File: src/rtl/pft_pkg.sv
// Shared constants and types for the polygon fan triangulator.
`timescale 1ns / 1ps
package pft_pkg;

  localparam int INDEX_W    = 17;
  localparam int COORD_W    = 16;
  localparam int POS_W      = 20;
  localparam int FACE_W     = 20;
  localparam int APB_ADDR_W = 3;
  localparam int APB_DATA_W = 32;

  // Separator code in the index stream (-1 in 17 bits).
  localparam logic [INDEX_W-1:0] END_OF_FACE = {INDEX_W{1'b1}};

  // Word index of the winding register.
  localparam logic REG_WINDING = 1'b0;

  // Vertices seen in the open face, saturating at two.
  localparam logic [1:0] SEEN_NONE = 2'd0;
  localparam logic [1:0] SEEN_ONE  = 2'd1;
  localparam logic [1:0] SEEN_TWO  = 2'd2;

  typedef logic [COORD_W-1:0] coord_t;
  typedef logic [POS_W-1:0]   pos_t;
  typedef logic [FACE_W-1:0]  face_t;

endpackage

File: src/rtl/pft_if.sv
// Valid/ready channel interfaces for index words and triangle words.
`timescale 1ns / 1ps
interface pft_index_if;
  logic                     valid;
  logic                     ready;
  logic signed [17-1:0]     vertex_index;
  logic                     first_of_mesh;

  modport source (output valid, output vertex_index, output first_of_mesh, input ready);
  modport sink   (input valid, input vertex_index, input first_of_mesh, output ready);
endinterface

interface pft_tri_if;
  logic        valid;
  logic        ready;
  logic [19:0] face_number;
  logic [15:0] corner_a_index;
  logic [15:0] corner_b_index;
  logic [15:0] corner_c_index;
  logic [19:0] corner_a_position;
  logic [19:0] corner_b_position;
  logic [19:0] corner_c_position;

  modport source (
    output valid, input ready,
    output face_number, output corner_a_index, output corner_b_index,
    output corner_c_index, output corner_a_position, output corner_b_position,
    output corner_c_position
  );
  modport sink (
    input valid, output ready,
    input face_number, input corner_a_index, input corner_b_index,
    input corner_c_index, input corner_a_position, input corner_b_position,
    input corner_c_position
  );
endinterface

File: src/rtl/pft_cfg_regs.sv
// APB register file holding the winding control.
`timescale 1ns / 1ps
module pft_cfg_regs (
  input  logic                           clk,
  input  logic                           rst,
  input  logic                           psel,
  input  logic                           penable,
  input  logic                           pwrite,
  input  logic [pft_pkg::APB_ADDR_W-1:0] paddr,
  input  logic [pft_pkg::APB_DATA_W-1:0] pwdata,
  output logic [pft_pkg::APB_DATA_W-1:0] prdata,
  output logic                           pready,
  output logic                           counter_clockwise
);
  import pft_pkg::*;

  logic wr_en;
  logic hit;

  assign hit    = (paddr[2] == REG_WINDING);
  assign wr_en  = psel && penable && pwrite && hit;
  assign pready = 1'b1;

  always_ff @(posedge clk) begin
    if (rst) begin
      counter_clockwise <= 1'b1;
    end else if (wr_en) begin
      counter_clockwise <= pwdata[0];
    end
  end

  // beyond the register list reads as zero
  assign prdata = hit ? {{(APB_DATA_W-1){1'b0}}, counter_clockwise} : '0;

endmodule

File: src/rtl/polygon_fan_triangulator_core.sv
// Top level: streaming triangle-fan triangulator for polygon index lists.
//
//   port     dir   protocol      word
//   vtx      in    valid/ready   vertex_index, first_of_mesh
//   fan      out   valid/ready   face number, three corner indices and positions
//   apb      in    APB write     winding register (counter_clockwise)
//
// One index word per cycle while fan is not stalled; a triangle reaches fan in the cycle after its accept.
// Face state updates at accept; the only storage on the result side is the
// fan output register, so vtx stays ready while that register is empty or
// being drained in the same cycle.
// rst is synchronous, active high: clears face state, counters and the
// output valid; winding returns to counter-clockwise.
// Position and face counters saturate at min(MAX_INDEX_ENTRIES-1, 2^20-1).
`timescale 1ns / 1ps
module polygon_fan_triangulator_core #(
  parameter int MAX_INDEX_ENTRIES = 1048576
) (
  input  logic                           clk,
  input  logic                           rst,
  pft_index_if.sink                      vtx,
  pft_tri_if.source                      fan,
  input  logic                           psel,
  input  logic                           penable,
  input  logic                           pwrite,
  input  logic [pft_pkg::APB_ADDR_W-1:0] paddr,
  input  logic [pft_pkg::APB_DATA_W-1:0] pwdata,
  output logic [pft_pkg::APB_DATA_W-1:0] prdata,
  output logic                           pready
);
  import pft_pkg::*;

  localparam int   POS_MAX_INT = (1 << POS_W) - 1;
  localparam int   LIMIT_INT   = (MAX_INDEX_ENTRIES - 1 > POS_MAX_INT) ?
                                 POS_MAX_INT : MAX_INDEX_ENTRIES - 1;
  localparam pos_t COUNT_LIMIT = POS_W'(LIMIT_INT);

  logic counter_clockwise;

  pft_cfg_regs u_cfg (
    .clk               (clk),
    .rst               (rst),
    .psel              (psel),
    .penable           (penable),
    .pwrite            (pwrite),
    .paddr             (paddr),
    .pwdata            (pwdata),
    .prdata            (prdata),
    .pready            (pready),
    .counter_clockwise (counter_clockwise)
  );

  // face state
  coord_t     first_vertex,      first_vertex_next;
  pos_t       first_position,    first_position_next;
  coord_t     previous_vertex,   previous_vertex_next;
  pos_t       previous_position, previous_position_next;
  logic [1:0] vertices_seen,     vertices_seen_next;
  pos_t       next_position,     next_position_next;
  face_t      face_count,        face_count_next;

  // output register
  logic   out_valid;
  face_t  out_face;
  coord_t out_a_idx, out_b_idx, out_c_idx;
  pos_t   out_a_pos, out_b_pos, out_c_pos;

  logic       accept;
  logic       is_end;
  logic       emit;
  coord_t     cur;
  logic [1:0] seen_eff;
  pos_t       pos_eff;
  face_t      face_eff;
  coord_t     b_idx, c_idx;
  pos_t       b_pos, c_pos;

  assign vtx.ready = !out_valid || fan.ready;
  assign accept    = vtx.valid && vtx.ready;

  always_comb begin
    // first_of_mesh clears the counters and drops any open face
    seen_eff = vtx.first_of_mesh ? SEEN_NONE : vertices_seen;
    pos_eff  = vtx.first_of_mesh ? '0 : next_position;
    face_eff = vtx.first_of_mesh ? '0 : face_count;
    is_end   = ($unsigned(vtx.vertex_index) == END_OF_FACE);
    cur      = vtx.vertex_index[COORD_W-1:0];
    emit     = !is_end && (seen_eff == SEEN_TWO);

    first_vertex_next      = first_vertex;
    first_position_next    = first_position;
    previous_vertex_next   = previous_vertex;
    previous_position_next = previous_position;
    vertices_seen_next     = seen_eff;
    next_position_next     = pos_eff;
    face_count_next        = face_eff;

    if (is_end) begin
      // an empty face changes nothing
      if (seen_eff != SEEN_NONE) begin
        face_count_next    = (face_eff < COUNT_LIMIT) ? face_eff + 1'b1 : COUNT_LIMIT;
        vertices_seen_next = SEEN_NONE;
      end
    end else begin
      unique case (seen_eff)
        SEEN_NONE: begin
          first_vertex_next   = cur;
          first_position_next = pos_eff;
          vertices_seen_next  = SEEN_ONE;
        end
        SEEN_ONE: vertices_seen_next = SEEN_TWO;
        default:  vertices_seen_next = SEEN_TWO;
      endcase
      previous_vertex_next   = cur;
      previous_position_next = pos_eff;
      next_position_next     = (pos_eff < COUNT_LIMIT) ? pos_eff + 1'b1 : COUNT_LIMIT;
    end

    // winding: clockwise swaps the last two corners
    if (counter_clockwise) begin
      b_idx = previous_vertex;
      b_pos = previous_position;
      c_idx = cur;
      c_pos = pos_eff;
    end else begin
      b_idx = cur;
      b_pos = pos_eff;
      c_idx = previous_vertex;
      c_pos = previous_position;
    end
  end

  always_ff @(posedge clk) begin
    if (rst) begin
      first_vertex      <= '0;
      first_position    <= '0;
      previous_vertex   <= '0;
      previous_position <= '0;
      vertices_seen     <= SEEN_NONE;
      next_position     <= '0;
      face_count        <= '0;
    end else if (accept) begin
      first_vertex      <= first_vertex_next;
      first_position    <= first_position_next;
      previous_vertex   <= previous_vertex_next;
      previous_position <= previous_position_next;
      vertices_seen     <= vertices_seen_next;
      next_position     <= next_position_next;
      face_count        <= face_count_next;
    end
  end

  always_ff @(posedge clk) begin
    if (rst) begin
      out_valid <= 1'b0;
    end else if (accept && emit) begin
      out_valid <= 1'b1;
    end else if (fan.ready) begin
      out_valid <= 1'b0;
    end
  end

  // triangle word; no reset needed
  always_ff @(posedge clk) begin
    if (accept && emit) begin
      out_face  <= face_eff;
      out_a_idx <= first_vertex;
      out_b_idx <= b_idx;
      out_c_idx <= c_idx;
      out_a_pos <= first_position;
      out_b_pos <= b_pos;
      out_c_pos <= c_pos;
    end
  end

  assign fan.valid             = out_valid;
  assign fan.face_number       = out_face;
  assign fan.corner_a_index    = out_a_idx;
  assign fan.corner_b_index    = out_b_idx;
  assign fan.corner_c_index    = out_c_idx;
  assign fan.corner_a_position = out_a_pos;
  assign fan.corner_b_position = out_b_pos;
  assign fan.corner_c_position = out_c_pos;

endmodule
File: src/flat_wrapper.sv
// flat-port wrapper written by rule: the top's interface ports become plain ports
module polygon_fan_triangulator_core_flat import pft_pkg::*;
#(
  parameter int MAX_INDEX_ENTRIES = 1048576
)
  (clk, rst, psel, penable, pwrite, paddr, pwdata, prdata, pready, vtx_valid, vtx_vertex_index, vtx_first_of_mesh, vtx_ready, fan_valid, fan_ready, fan_face_number, fan_corner_a_index, fan_corner_b_index, fan_corner_c_index, fan_corner_a_position, fan_corner_b_position, fan_corner_c_position);
  pft_index_if vtx_i ();
  pft_tri_if fan_i ();
  input  logic clk;
  input  logic rst;
  input  logic psel;
  input  logic penable;
  input  logic pwrite;
  input  logic [pft_pkg::APB_ADDR_W-1:0] paddr;
  input  logic [pft_pkg::APB_DATA_W-1:0] pwdata;
  output logic [pft_pkg::APB_DATA_W-1:0] prdata;
  output logic pready;
  input wire logic [$bits(vtx_i.valid)-1:0] vtx_valid;
  input wire logic [$bits(vtx_i.vertex_index)-1:0] vtx_vertex_index;
  input wire logic [$bits(vtx_i.first_of_mesh)-1:0] vtx_first_of_mesh;
  output wire logic [$bits(vtx_i.ready)-1:0] vtx_ready;
  output wire logic [$bits(fan_i.valid)-1:0] fan_valid;
  input wire logic [$bits(fan_i.ready)-1:0] fan_ready;
  output wire logic [$bits(fan_i.face_number)-1:0] fan_face_number;
  output wire logic [$bits(fan_i.corner_a_index)-1:0] fan_corner_a_index;
  output wire logic [$bits(fan_i.corner_b_index)-1:0] fan_corner_b_index;
  output wire logic [$bits(fan_i.corner_c_index)-1:0] fan_corner_c_index;
  output wire logic [$bits(fan_i.corner_a_position)-1:0] fan_corner_a_position;
  output wire logic [$bits(fan_i.corner_b_position)-1:0] fan_corner_b_position;
  output wire logic [$bits(fan_i.corner_c_position)-1:0] fan_corner_c_position;
  assign vtx_i.valid = vtx_valid;
  assign vtx_i.vertex_index = vtx_vertex_index;
  assign vtx_i.first_of_mesh = vtx_first_of_mesh;
  assign vtx_ready = vtx_i.ready;
  assign fan_valid = fan_i.valid;
  assign fan_i.ready = fan_ready;
  assign fan_face_number = fan_i.face_number;
  assign fan_corner_a_index = fan_i.corner_a_index;
  assign fan_corner_b_index = fan_i.corner_b_index;
  assign fan_corner_c_index = fan_i.corner_c_index;
  assign fan_corner_a_position = fan_i.corner_a_position;
  assign fan_corner_b_position = fan_i.corner_b_position;
  assign fan_corner_c_position = fan_i.corner_c_position;
  polygon_fan_triangulator_core #(.MAX_INDEX_ENTRIES(MAX_INDEX_ENTRIES)) u_core (.clk(clk), .rst(rst), .vtx(vtx_i), .fan(fan_i), .psel(psel), .penable(penable), .pwrite(pwrite), .paddr(paddr), .pwdata(pwdata), .prdata(prdata), .pready(pready));
endmodule
File: config.mk
export PLATFORM = sky130hd
export DESIGN_NAME = polygon_fan_triangulator_core_flat
export DESIGN_NICKNAME = d
export VERILOG_FILES = /design/src/rtl/pft_pkg.sv /design/src/rtl/pft_if.sv /design/src/rtl/pft_cfg_regs.sv /design/src/rtl/polygon_fan_triangulator_core.sv /design/src/flat_wrapper.sv
export SDC_FILE = /design/constraint.sdc
export NUM_CORES = 1
export LEC_CHECK = 0
export ABC_CLOCK_PERIOD_IN_PS = 4900
export BUFFER_PORTS_ARGS = -buffer_cell sky130_fd_sc_hd__buf_2
export CAP_MARGIN = 20
export CORE_ASPECT_RATIO = 1.4
export CORE_MARGIN = 10
export CORE_UTILIZATION = 35
export CTS_CLUSTER_DIAMETER = 40
export CTS_CLUSTER_SIZE = 28
export DETAILED_ROUTE_END_ITERATION = 8
export PLACE_DENSITY = 0.6
export SYNTH_ARGS = -nofsm -noshare
export SYNTH_HDL_FRONTEND = slang
export SYNTH_SLANG_ARGS = --single-unit
File: constraint.sdc
create_clock -name clk -period 4.9 [get_ports clk]
set_clock_uncertainty 0.2 [all_clocks]
set_input_delay 0 -clock clk [delete_from_list [all_inputs] [get_ports clk]]
set_output_delay 0 -clock clk [all_outputs]
set_load 0.02 [all_outputs]
==> key figures <==
Clock tree
  • Root buf cell: clkbuf_16
  • CTS Sinks: 244
  • H-Tree Depth: 1
  • Cts repair resizes: 0
  • Worst-path clk slew: 0.06 ns
  • CTS Buffer Depth: 3
  • TritonCTS Buffers: 28
  • Skew-Pair Late Insertion Delay: around 0.55 ns
  • CTS tree: built

Floorplan
  • Rows: 75
  • Core ar.: roughly 30000 um^2
  • Die Wd: 167.9 um
  • Die Span Y: 227.0 um
  • Initial Util: 35.58%
  • I/O pin count: 223
  • Die area: 38120 um^2

Place
  • Number of buffers added on ports: ~160
  • DP HPWL: 19630 um
  • Final GP Congestion: 0.8951

STA
  • Worst-margin pin slew: around 1.1 ns
  • Slew HR: between 20% and 30%
  • Worst Hold Slack: 0.06467 ns
  • Final min period: 3.156 ns
  • Hold Violations, Final: 0
  • Slew Limit Fails: 0
  • Final setup viols: 0
  • Highest Clock Rate: 316.8 MHz
  • Tcrit/Tclk final: 64.41%
  • Setup TNS: 0 ns
  • RSZ-0062 raised after global routing: no

Logic synthesis
  • Synth top area cells: edfxtp_1 (36%), dfxtp_1 (22%), mux2_2 (7.5%)
  • Synth async-reset ratio: 0%
  • Syn Area/Cell: 10.63 um^2
  • Netlist cell types: 66
  • Synth Register Bits: 244
  • Yosys warns: 0
  • Mapped Area: between 10000 and 15000 um^2
  • Synth top area share: 35.87%
  • EDFF count, synth: ~130
  • Syn Inst Count: slightly above 1000
  • Post-synth top area cell: edfxtp_1
  • Register area share after synthesis: 57.54%
  • Most used DFF post-synth: edfxtp_1

GRT
  • Initial antenna violation count: 0
  • Overflow after GRT: 0
  • Number of global-route vias before repair: 8299
  • First-pass GRT wire length: 46680 um
  • Largest net degree at the start of global routing: 78
  • Tot GR Track Use: between 10 and 15%

Worst setup path
  • Critical path peak fanout: 12
  • CP dominant cell by count: a211oi_1
  • Arr. time, crit path: 3.41 ns
  • RR Startpoint: u_core.next_position[1]
  • Reg2Reg Depth: 7
  • Critical Path Max Stage Delay: 0.54 ns
  • Crit path cell chain: nor2b_1, ha_1, and3_1, nand4_1, a211oi_1, nor2_1, a211oi_1
  • Reg2Reg Setup Slack: ~1.7 ns
  • Crit-path slowest cell: a211oi_1
  • FF-to-FF End: u_core.next_position[7]
  • Worst endpoint required time: 5.15 ns
  • Critical Path Sink Type: flip-flop
  • Worst Setup Start Kind: flip-flop
  • Setup CP Type: flip-flop to flip-flop

Power and ir drop
  • Clk pwr share: roughly 47%
  • Internal power: 0.003462 W
  • Sequential share of power: 47.2%
  • PwrDens: 358.5 nW/um^2
  • Comb power frac: 5.4%
  • Final Power: 0.004650 W
  • Net switching power: approximately 0.0012 W
  • Switching Fraction: between 20% and 30%
  • Maximum vdd drop: 166.3 uV
  • Pleak: 4.672 nW

Min path
  • Worst Hold End: prdata[0]
  • Hold path cells: 3
  • Worst min path class: input pin to primary output
  • Min-delay src: paddr[2]

Flow run
  • Max-cap violations: 0

Finish
  • Layout cells sized above 1: 25.95%
  • Nets: 1223
  • Area grow syn2layout: 21.03%
  • Antenna cells: 0

Drt
  • Post-DR vias/cell: roughly 5.3
  • Vias: 8252
  • Post-DRT Antenna Nets: 0
  • DRT iter0 DRCs: 549
  • Final WL: 29910 um
  • DR pass1 iterations: 5
  • # DRC: 0
  • WL/cell: about 19 um

Run status
  • Status: finished, final reports clean
-- per-layer routing --
layer,track usage [%],vias up,part of all wire (%)
met2,26.57,243,51
met3,2.969,65,5.5
li1,-,3925,-
met1,17.08,4019,40
met5,0,-,0
met4,6.303,0,3.4
-- through the flow --
stage / utilization (%) / setup WS, ns / cell area [um^2] / instances
after floorplan: - / 0.2291 / 10830 / 1038
after global placement: 38.92 / 1.736 / 11720 / 1493
after detailed placement: 38.92 / 1.769 / 11720 / 1493
after CTS: 43.06 / 1.733 / 12970 / 1568
after global routing: 43.06 / 1.465 / 12970 / 1568
final: 43.06 / 1.744 / 12970 / 1568
-- repair_timing --
item / in CTS / in global routing
hold buffers: 23 / 0
hold endpoints to repair: 122 / 0
buffers inserted: 0 / 0
-- how the worst max path moves through the flow --
stage | start | to | slack [ns] | depth (start not counted)
global placement | vtx_first_of_mesh | u_core.next_position[11] | 1.74 | 7
CTS | u_core.next_position[1] | u_core.next_position[7] | 1.73 | 7
floorplan | u_core.fan.valid | u_core.fan.corner_a_index[0] | 0.23 | 6
finish | u_core.next_position[1] | u_core.next_position[7] | 1.74 | 7
detailed placement | vtx_first_of_mesh | u_core.next_position[11] | 1.77 | 7
global route | vtx_first_of_mesh | u_core.next_position[11] | 1.46 | 8
-- synthesized netlist by cell type (all sizes together) (5+ instances only) --
cell type and count:
nand2 142, edfxtp 128, dfxtp 116, a21oi 92, o21ai 77, mux2 71
clkbuf 53, buf 46, nor2b 31, nor2 30, nand4 24, nand3 20
inv 17, nor3 17, a211oi 16, mux2i 12, and3 11, nor4 11
a31oi 8, and4 8, a2111oi 7, and2 6, or3 6, or4 6
nand2b 5
-- worst max-delay path, delay by kind of cell, from the launching register on --
kind / cells / cell delay (ns)
flops: 1 / 0.38
compound gates: 2 / 0.85
simple gates: 4 / 1.34
fa+ha+maj: 1 / 0.29
-- layout make-up --
| class | count | area [um^2] |
|---|---|---|
| repair buffers | 192 | 1109 |
| inverters | 17 | 66.31 |
| fillers | 2850 | 17150 |
| clock buffers | 30 | 729.5 |
| well taps | 385 | 481.7 |
| flip-flops and latches | 244 | 6170 |
| multi-input cells | 678 | 4126 |
| clock inverters | 22 | 287.8 |
-- logic make-up (layout without fill, tap and decap cells) --
group,after synthesis,in the layout,synth area share [%]
DFF,244,244,57.54
other,2,32,0.07008
adders and majority gates,2,2,0.2335
AOI/OAI and AO/OA,229,229,12.36
xor gates and xnor gates,3,3,0.2452
buffers and inverters,116,261,5.347
and+or+nand+nor,329,329,15.62
muxes,83,83,8.582
-- power by group through the flow --
stage / Combinational, W / Clock, W / Sequential, W
2_1_floorplan: 0.000173 / 0 / 0.00224
3_3_place_gp: 0.000231 / 0 / 0.00224
3_5_place_dp: 0.000235 / 0 / 0.00224
4_1_cts: 0.000251 / 0.00226 / 0.00220
5_1_grt: 0.000275 / 0.00234 / 0.00220
6_report: 0.000250 / 0.00220 / 0.00220
-- flip-flops by register name (all words and copies together) (netlist names) --
signal	cells
u_core.face_count	20
u_core.fan.valid	1
u_core.first_vertex	16
u_core.previous_position	20
u_core.u_cfg.counter_clockwise	1
u_core.fan.corner_b_position	20
u_core.fan.corner_b_index	16
u_core.fan.corner_a_position	20
u_core.vertices_seen	2
u_core.fan.corner_c_index	16
u_core.next_position	20
u_core.fan.face_number	20
u_core.first_position	20
u_core.fan.corner_c_position	20
u_core.previous_vertex	16
u_core.fan.corner_a_index	16
-- placed cells by master, fill, tap and decap left out, drive strengths merged, types with 5 or more instances in the layout --
| master | n |
|---|---|
| a2111oi | 7 |
| clkinv | 9 |
| clkbuf | 30 |
| conb | 32 |
| inv | 25 |
| nor4 | 11 |
| nor2b | 31 |
| nand3 | 20 |
| nand2b | 5 |
| mux2i | 12 |
| mux2 | 71 |
| dfxtp | 116 |
| a211oi | 16 |
| nand4 | 24 |
| dlygate4sd3 | 23 |
| a21oi | 92 |
| or4 | 6 |
| nand2 | 142 |
| o21ai | 77 |
| nor2 | 30 |
| nor3 | 17 |
| a31oi | 8 |
| and2 | 6 |
| and4 | 8 |
| or3 | 6 |
| and3 | 11 |
| buf | 169 |
| edfxtp | 128 |
Note: power is estimated with default switching activity, not from simulation.
